**src/hw/rtl/caf_pkg.sv**
```systemverilog
package caf_pkg;

	// largest column the block is built for
	localparam int MAX_HEIGHT = 64;

	// register map, index taken from paddr[2]
	localparam logic REG_COLUMN_HEIGHT = 1'b0;

	// column_height after reset
	localparam logic [6:0] HEIGHT_RESET = 7'd64;

	// altitude code for no surface below
	localparam logic signed [6:0] NO_SURFACE = -7'sd1;

	// one pending burst: a run of labelled voxels, then the closing voxel
	typedef struct packed {
		logic [5:0]        run_level;
		logic [6:0]        run_left;
		logic signed [6:0] run_alt;
		logic [5:0]        fin_level;
		logic signed [6:0] fin_alt;
		logic              fin_end;
	} burst_t;

endpackage

```
**src/hw/rtl/column_altitude_fill_core.sv**
```systemverilog
// Altitude labelling of voxel columns. Occupancy bits stream in on the item
// channel from level 0 upward, one column after another; column_height (APB
// register at address 0, values 0 and above MAX_HEIGHT are clamped) sets the
// column size. Every voxel yields exactly one result on the result channel:
// occupied voxels are held back as a count and come out as a burst, in rising
// level order, when their run ends at a free voxel or at the ceiling, followed
// by the voxel that ended it. Items are taken at one per cycle but for the wait
// below; a burst's first result is offered in the cycle after its closing voxel
// is taken. A voxel ending a run of n occupied voxels produces n+1 results, one
// per cycle unless stalled, from a single burst register; occupied voxels inside
// a run are still taken while a burst drains, but the next free or top voxel
// waits until the burst's last result is taken in that same cycle or earlier.
module column_altitude_fill_core #(
	parameter int MAX_HEIGHT = caf_pkg::MAX_HEIGHT
) (
	input  logic               clk,
	input  logic               arst_n,
	// configuration
	input  logic               psel,
	input  logic               penable,
	input  logic               pwrite,
	input  logic [2:0]         paddr,
	input  logic [31:0]        pwdata,
	output logic [31:0]        prdata,
	output logic               pready,
	// voxel items
	input  logic               item_valid,
	output logic               item_ready,
	input  logic               occupied,
	// results
	output logic               result_valid,
	input  logic               result_ready,
	output logic [5:0]         level,
	output logic signed [6:0]  altitude,
	output logic               column_end,
	output logic               burst_last
);

	logic [6:0]        height_q;
	logic [5:0]        cur_level_q;
	logic [6:0]        pending_q;
	logic [5:0]        run_start_q;
	logic signed [6:0] surface_q;
	caf_pkg::burst_t   burst_q;
	logic              burst_valid_q;

	logic [6:0]        height_eff;
	logic [5:0]        top_level;
	logic              at_top;
	logic              creates;
	logic              in_fire;
	logic              out_fire;
	logic              run_done;
	logic [5:0]        run_begin;
	logic signed [6:0] surf_new;
	caf_pkg::burst_t   burst_d;

	// register access
	assign pready = 1'b1;
	assign prdata = (paddr[2] == caf_pkg::REG_COLUMN_HEIGHT) ? {25'd0, height_q} : 32'd0;

	always_ff @(posedge clk or negedge arst_n) begin
		if (!arst_n) begin
			height_q <= caf_pkg::HEIGHT_RESET;
		end else if (psel && penable && pwrite && pready &&
				paddr[2] == caf_pkg::REG_COLUMN_HEIGHT) begin
			height_q <= pwdata[6:0];
		end
	end

	// clamped height and ceiling check
	always_comb begin
		height_eff = height_q;
		if (height_q == 7'd0) begin
			height_eff = 7'd1;
		end else if (height_q > 7'(MAX_HEIGHT)) begin
			height_eff = 7'(MAX_HEIGHT);
		end
	end

	assign top_level = 6'(height_eff - 7'd1);
	assign at_top    = cur_level_q >= top_level;

	// handshake: only a run-closing voxel needs the burst register
	assign run_done     = (burst_q.run_left == 7'd0);
	assign creates      = !occupied || at_top;
	assign item_ready   = !burst_valid_q || (result_ready && run_done) || !creates;
	assign in_fire      = item_valid && item_ready;
	assign result_valid = burst_valid_q;
	assign out_fire     = result_valid && result_ready;

	// burst descriptor for the current voxel
	assign run_begin = (pending_q == 7'd0) ? cur_level_q : run_start_q;
	assign surf_new  = (pending_q != 7'd0) ?
		signed'(7'({1'b0, run_start_q} + pending_q - 7'd1)) : surface_q;

	always_comb begin
		burst_d.run_level = run_begin;
		burst_d.run_left  = pending_q;
		burst_d.run_alt   = occupied ? signed'({1'b0, cur_level_q}) : surf_new;
		burst_d.fin_level = cur_level_q;
		burst_d.fin_alt   = occupied ? signed'({1'b0, cur_level_q}) : surf_new;
		burst_d.fin_end   = at_top;
	end

	// column state
	always_ff @(posedge clk or negedge arst_n) begin
		if (!arst_n) begin
			cur_level_q <= 6'd0;
			pending_q   <= 7'd0;
			run_start_q <= 6'd0;
			surface_q   <= caf_pkg::NO_SURFACE;
		end else if (in_fire) begin
			if (at_top) begin
				cur_level_q <= 6'd0;
				pending_q   <= 7'd0;
				run_start_q <= 6'd0;
				surface_q   <= caf_pkg::NO_SURFACE;
			end else if (occupied) begin
				cur_level_q <= cur_level_q + 6'd1;
				pending_q   <= pending_q + 7'd1;
				run_start_q <= run_begin;
			end else begin
				cur_level_q <= cur_level_q + 6'd1;
				pending_q   <= 7'd0;
				surface_q   <= surf_new;
			end
		end
	end

	// burst register valid
	always_ff @(posedge clk or negedge arst_n) begin
		if (!arst_n) begin
			burst_valid_q <= 1'b0;
		end else if (in_fire && creates) begin
			burst_valid_q <= 1'b1;
		end else if (out_fire && run_done) begin
			burst_valid_q <= 1'b0;
		end
	end

	// burst payload, run part counts down one result per transaction
	always_ff @(posedge clk) begin
		if (in_fire && creates) begin
			burst_q <= burst_d;
		end else if (out_fire && !run_done) begin
			burst_q.run_left  <= burst_q.run_left - 7'd1;
			burst_q.run_level <= burst_q.run_level + 6'd1;
		end
	end

	// result fields
	assign level      = run_done ? burst_q.fin_level : burst_q.run_level;
	assign altitude   = run_done ? burst_q.fin_alt : burst_q.run_alt;
	assign column_end = run_done ? burst_q.fin_end : 1'b0;
	assign burst_last = run_done;

	// held-back run always ends just below the current level
	assert property (@(posedge clk) disable iff (!arst_n)
		(pending_q != 7'd0) |-> (7'({1'b0, run_start_q} + pending_q) == {1'b0, cur_level_q}))
		else $error("pending run does not end below current level");

	// a new burst only overwrites one whose last result leaves now
	assert property (@(posedge clk) disable iff (!arst_n)
		(in_fire && creates && burst_valid_q) |-> (result_ready && run_done))
		else $error("burst overwritten before it drained");

	// last result taken with no new burst leaves the channel empty
	assert property (@(posedge clk) disable iff (!arst_n)
		(out_fire && run_done && !(in_fire && creates)) |=> !result_valid)
		else $error("result valid after burst drained");

	// run results count down while the closing voxel waits
	assert property (@(posedge clk) disable iff (!arst_n)
		(out_fire && !run_done) |=> (result_valid &&
			burst_q.run_left == $past(burst_q.run_left) - 7'd1))
		else $error("burst run count did not step");

endmodule

```
**config.mk**
```make
export PLATFORM = sky130hd
export DESIGN_NAME = column_altitude_fill_core
export DESIGN_NICKNAME = d
export VERILOG_FILES = /design/src/hw/rtl/caf_pkg.sv /design/src/hw/rtl/column_altitude_fill_core.sv
export SDC_FILE = /design/constraint.sdc
export NUM_CORES = 1
export LEC_CHECK = 0
export BUFFER_PORTS_ARGS = -buffer_cell sky130_fd_sc_hd__buf_2
export CORE_MARGIN = 2
export CORE_UTILIZATION = 50
export DETAILED_ROUTE_END_ITERATION = 7
export PLACE_DENSITY = 0.76
export SLEW_MARGIN = 40
export SYNTH_ARGS = -nofsm -noshare
export SYNTH_HDL_FRONTEND = slang
export SYNTH_SLANG_ARGS = --single-unit
export TNS_END_PERCENT = 30
```
**constraint.sdc**
```tcl
create_clock -name clk -period 6.8 [get_ports clk]
set_input_delay 0.68 -clock clk [delete_from_list [all_inputs] [get_ports clk]]
set_output_delay 0.68 -clock clk [all_outputs]
set_load 0.03 [all_outputs]
```
==> impl_metrics.csv, run 1 <==
group,metric,value,unit
power_and_ir_drop,p_total,1.66,mW
routing,wire_per_inst,14.2,um
cells_and_area,diodes,0,
setup_path,r2r_start,"height_q[2]$_DFFE_PN0P_",
yosys,ys_warn_count,0,
global_route,grt_pass1_vias,2554,
power_and_ir_drop,powerDensity,409,nW/um^2
setup_path,critical_path_class,"reg -> reg",
global_route,grt_max_degree,35,
sta,final.setup.tns,0,ns
cells_and_area,fin_nets,486,
cts,cts_resized,0,
placement,routabilityCongestion,0.819,
setup_path,required,7.00,ns
status,status,"complete, no violations",
yosys,ys_seq_elements,61,
job,cap_violations,0,
placement,post-place-ws,1.98,ns
cts,cts.sinks,61,
cts,holdBufCountCts,0,
cells_and_area,design_area,4050,um^2
die,die_w,90.7,um
sta,worst_slew_pin_slew,0.778,ns
global_route,grt_pass1_wl,11.9,mm
routing,post-route-drc-count,0,
cells_and_area,final_common_cell,"buf_2",
yosys,ys_seq_area_share,44.4,%
sta,fin_crit_sh,71.4,%
cts,path_clk_slew,0.07,ns
setup_path,worstSetupStartpointType,"flop",
die,ioPinCount,93,
placement,place_area,3890,um^2
setup_path,crit_start,"height_q[2]$_DFFE_PN0P_",
yosys,yosysUniqueCellTypes,45,
routing,firstDrtPassIters,5,
setup_path,critPathArrivalTime,5.05,ns
routing,ant_nets,0,
setup_path,rr_endpoint,"burst_q[32]$_DFFE_PP_",
die,rows,31,
placement,portBuffers,39,
sta,fin_skew,0.00976,ns
setup_path,r2r_cells,16,
setup_path,crit_cells,16,
global_route,gr-total-overflow,0,
die,die-area,8230,um^2
placement,dp_hpwl,5.33,mm
setup_path,max_stage_delay,0.66,ns
cts,cts-root-buf,"clkbuf_8",
setup_path,crit_path_end_kind,"flop",
cells_and_area,drive_above_1_share,19.8,%
power_and_ir_drop,vdd_drop_max,0.000168,V
global_route,globalRouteTotalUtil,18.4,%
routing,drt-total-wl,7.42,mm
sta,rsz0062_at_grt,"no",
sta,fin_ws,1.95,ns
die,die_h,90.7,um
cts,post_cts_buffers,0,
setup_path,path_max_fanout,24,
cts,cts-htree-levels,3,
setup_path,path_cells,"or3_1 > or3_1 > nor2_1 > o21ai_0 > ha_1 > nand3_1 > o21ai_0 > a21o_1 > ha_1 > a21oi_1 > o21ai_0 > a21oi_1 > a21o_1 > inv_1 > and3_1 > a21oi_1",
power_and_ir_drop,p_leak,1.85,nW
cells_and_area,mostFrequentLayoutCells,"buf_2, nand2_1, inv_1",
routing,via_per_inst,5.32,
cts,cts.path.max_buffers,2,
cts,cts_tree,"built",
setup_path,path_delay_family,"compound AO/OA/AOI/OAI gates",
cells_and_area,final_util,55.9,%
routing,drt_first_iter_violations,154,
setup_path,crit_end,"burst_q[32]$_DFFE_PP_",
sta,slew_viol_final,0,
die,core_area,7250,um^2
setup_path,r2r_slack,1.95,ns
cts,clock_latency,0.35,ns
yosys,syn_inst,386,
yosys,syn_avg_cell_area,9.74,um^2
sta,max_slew_margin,48.0,%
setup_path,slowest_stage,"a21o_1",
worst_hold_path,hold_class,"in -> async",
cts,cts_buffers,9,
sta,max_clock_freq,0.206,GHz
routing,vias,2780,
yosys,synth_area,3760,um^2
sta,setup_viol,0,
global_route,antenna_found_initial,0,
setup_path,worst-path-buf-inv,1,
sta,hold_violations,0,
die,start_util,51.9,%
cells_and_area,syn2layout_area_growth,7.78,%
sta,min_period,4.85,ns
power by group:
group	total, mW	switching, mW	internal [mW]
logic	0.766	0.438	0.328
clock network	0.272	0.142	0.130
registers	0.621	0.104	0.516
metal layers:
| layer | GRT usage [%] | vias up | part of all wire [%] |
|---|---|---|---|
| met3 | 4.17 | 15 | 5.1 |
| met2 | 31.6 | 78 | 49 |
| li1 | - | 1332 | - |
| met4 | 8.46 | 0 | 1.9 |
| met1 | 21.9 | 1355 | 44 |
| met5 | 0 | - | 0 |
worst min-delay path by stage:
| stage | start | to | slack (ns) | cells after the start |
|---|---|---|---|---|
| after floorplan | arst_n | cur_level_q[0]$_DFFE_PN0P_ | 0.38 | 0 |
| after global placement | surface_q[2]$_DFFE_PN1P_ | surface_q[2]$_DFFE_PN1P_ | 0.49 | 2 |
| after detailed placement | surface_q[3]$_DFFE_PN1P_ | surface_q[3]$_DFFE_PN1P_ | 0.49 | 2 |
| after CTS | arst_n | pending_q[5]$_DFFE_PN0P_ | 0.42 | 1 |
| after global routing | arst_n | height_q[4]$_DFFE_PN0P_ | 0.30 | 1 |
| final | arst_n | pending_q[5]$_DFFE_PN0P_ | 0.27 | 1 |
final cells by class:
cell class,instances,area [um^2]
timing repair buffer,40,205
multi-input combinational,273,1770
fill,663,3200
tap,99,124
clock buffer,11,131
sequential,61,1670
clock inverter,5,27.5
inverter,34,128
logic make-up after synthesis:
logic type	after synthesis	synth area share, %
xor gates and xnor gates	16	3.73
adders and majority gates	24	8.18
and+or+nand+nor	108	13.8
muxes	20	5.85
other	2	0.200
DFF	61	44.4
buffers and inverters	76	11.0
AOI/OAI and AO/OA	79	12.8
cell usage after synthesis, drive strengths merged:
cell     instances  area, um^2
nor4             1        6.26
nor3             4        25.0
buf             36         263
nand4b           1        8.76
o21bai           1        7.51
nand4            2        12.5
mux2i            4        40.0
a22o             7        61.3
and2             4        27.5
nand3b           1        7.51
and3b            1        8.76
o41ai            1        27.5
a21oi           31         155
inv             34         128
nand2b           3        18.8
clkbuf           6        22.5
xnor2           10        87.6
nand3            7        35.0
a21o             5        37.5
and3             4        25.0
o22ai            1        6.26
o21ai           25         125
nand2           36         135
o21a             1        7.51
edfxtp          27         811
a211oi           4        30.0
or3              6        37.5
nor2            28         108
mux2            16         180
dfstp            8         210
or3b             1        8.76
a31oi            1        6.26
conb             2        7.51
or2              2        12.5
xor2             6        52.6
o31ai            1        7.51
ha              23         288
o2111ai          1        8.76
fa               1        20.0
nor2b            7        43.8
dfrtp           26         651
worst register-to-register path: stages, from the launching register on:
cell and delay, ns:
dfrtp_1 0.41, or3_1 0.41, or3_1 0.35, nor2_1 0.09
o21ai_0 0.13, ha_1 0.25, nand3_1 0.08, o21ai_0 0.08
a21o_1 0.19, ha_1 0.17, a21oi_1 0.19, o21ai_0 0.14
a21oi_1 0.54, a21o_1 0.66, inv_1 0.58, and3_1 0.32
a21oi_1 0.11
state kept, by name, indices dropped and copies added, names as in the netlist:
register	flops
burst_q	27
height_q	7
pending_q	7
surface_q	7
cur_level_q	6
run_start_q	6
result_valid	1
stage by stage:
stage / instances / hold slack (ns)
3_3_place_gp: 507 / 0.489
2_1_floorplan: 410 / 0.384
6_report: 523 / 0.274
5_1_grt: 523 / 0.299
4_1_cts: 523 / 0.422
3_5_place_dp: 507 / 0.491
Note: power is estimated with default switching activity, not from simulation.
==> run 2: changes to the inputs <==
==> constraint.sdc (replaced) <==
create_clock -name clk -period 4.9 [get_ports clk]
set_input_delay 0.49 -clock clk [delete_from_list [all_inputs] [get_ports clk]]
set_output_delay 0.49 -clock clk [all_outputs]
set_load 0.03 [all_outputs]
==> impl_metrics.csv, run 2 (synthesized netlist as in run 1, its figures left out) <==
group,metric,value,unit
die,rows,31,
die,die_w,90.7,um
setup_path,critical_path_class,"reg -> reg",
cts,cts.sinks,61,
sta,fin_crit_sh,83.0,%
sta,rsz0062_at_grt,"no",
die,die_h,90.7,um
sta,max_slew_margin,48.6,%
sta,setup_viol,0,
setup_path,path_delay_family,"simple AND/OR/NAND/NOR gates",
cts,clock_latency,0.35,ns
sta,slew_viol_final,0,
cells_and_area,diodes,0,
sta,min_period,4.07,ns
cts,post_cts_buffers,0,
sta,final.setup.tns,0,ns
power_and_ir_drop,p_total,2.36,mW
cells_and_area,mostFrequentLayoutCells,"buf_2, nand2_1, inv_1",
global_route,globalRouteTotalUtil,18.9,%
routing,wire_per_inst,14.1,um
cts,cts_tree,"built",
cells_and_area,drive_above_1_share,20.1,%
sta,hold_violations,0,
global_route,grt_max_degree,35,
cts,cts_resized,0,
power_and_ir_drop,vdd_drop_max,0.000231,V
power_and_ir_drop,p_leak,1.88,nW
die,start_util,51.9,%
cells_and_area,final_common_cell,"buf_2",
cts,cts-htree-levels,3,
routing,vias,2746,
routing,drt-total-wl,7.40,mm
setup_path,path_cells,"or3_1 > or3_1 > nor2_1 > o21ai_0 > ha_1 > nand3_1 > o21ai_0 > a21o_1 > ha_1 > nand2_1 > o2111ai_1 > a21oi_1 > nor2_2 > or3_1 > a21oi_1",
setup_path,path_max_fanout,15,
cells_and_area,fin_nets,489,
setup_path,slowest_stage,"a21oi_1",
power_and_ir_drop,powerDensity,577,nW/um^2
global_route,gr-total-overflow,0,
setup_path,worstSetupStartpointType,"flop",
cts,cts-root-buf,"clkbuf_8",
global_route,grt_pass1_wl,12.2,mm
setup_path,critPathArrivalTime,4.33,ns
sta,worst_slew_pin_slew,0.771,ns
job,cap_violations,0,
cells_and_area,final_util,56.5,%
die,ioPinCount,93,
global_route,antenna_found_initial,0,
global_route,grt_pass1_vias,2635,
cts,cts_buffers,9,
routing,ant_nets,0,
placement,portBuffers,39,
setup_path,cp_common_cell,"or3_1",
die,die-area,8230,um^2
die,core_area,7250,um^2
sta,fin_skew,0.00950,ns
cells_and_area,regMostFlops,"burst_q",
setup_path,required,5.16,ns
worst_hold_path,hold_class,"in -> async",
routing,post-route-drc-count,0,
routing,firstDrtPassIters,4,
cells_and_area,largest_register_ffs,27,
setup_path,max_stage_delay,0.63,ns
cts,cts.path.max_buffers,2,
placement,routabilityCongestion,0.834,
cells_and_area,fillers,648,
sta,max_clock_freq,0.246,GHz
cts,holdBufCountCts,0,
status,status,"complete, no violations",
setup_path,worst-path-buf-inv,0,
setup_path,crit_path_end_kind,"flop",
cts,path_clk_slew,0.07,ns
placement,dp_hpwl,5.42,mm
routing,drt_first_iter_violations,95,
cells_and_area,syn2layout_area_growth,9.02,%
routing,via_per_inst,5.22,
run 2: metrics by stage:
stage	setup slack [ns]	hold slack (ns)	instance area (um^2)	std cells
global route	0.553	0.114	4100	526
global placement	1.03	0.489	3920	510
detailed placement	0.889	0.491	3920	510
floorplan	0.996	0.194	3850	410
CTS	0.853	0.245	4100	526
finish	0.831	0.0859	4100	526
run 2: layout make-up:
cell class / instances / area, um^2 / share of cell area, %
clock buffer: 11 / 131 / 3.20
clock inverter: 5 / 51.3 / 1.25
inverter: 34 / 128 / 3.11
multi-input combinational: 273 / 1770 / 43.1
sequential: 61 / 1670 / 40.8
tap: 99 / 124 / 3.02
timing repair buffer: 43 / 228 / 5.55
run 2: power breakdown:
group / total [mW] / switching [mW] / internal (mW)
sequential: 0.862 / 0.145 / 0.717
combinational: 1.08 / 0.617 / 0.462
clock: 0.424 / 0.193 / 0.231
total: 2.36 / 0.955 / 1.41
run 2: path summary, 6_finish.rpt:
kind / start / endpoint / slack (ns) / depth (start not counted)
max: height_q[2]$_DFFE_PN0P_ / pending_q[3]$_DFFE_PN0P_ / 0.83 / 15
min: arst_n / pending_q[5]$_DFFE_PN0P_ / 0.09 / 1
max reg2reg: height_q[2]$_DFFE_PN0P_ / pending_q[3]$_DFFE_PN0P_ / 0.83 / 15
min reg2reg: surface_q[4]$_DFFE_PN1P_ / surface_q[4]$_DFFE_PN1P_ / 0.50 / 2
max in group asynchronous: arst_n / surface_q[1]$_DFFE_PN1P_ / 4.46 / 1
min in group clk: pwdata[6] / height_q[6]$_DFFE_PN1P_ / 0.37 / 2
run 2: worst register-to-register path, delay by kind of cell, from the launching register on:
| family | cells | cell delay [ns] |
|---|---|---|
| flip-flops | 1 | 0.41 |
| adder cells (fa/ha/maj) | 2 | 0.53 |
| AO/OA/AOI/OAI | 6 | 1.33 |
| AND/OR/NAND/NOR | 7 | 1.72 |
run 2: per-layer routing:
metal  vias to the layer above  share of wire (%)  GRT usage [%]
met5                         -                  0              0
met4                         0                1.9           8.72
met3                        16                5.4           4.01
met2                        84                 50           32.0
met1                      1303                 43           23.2
li1                       1343                  -              -
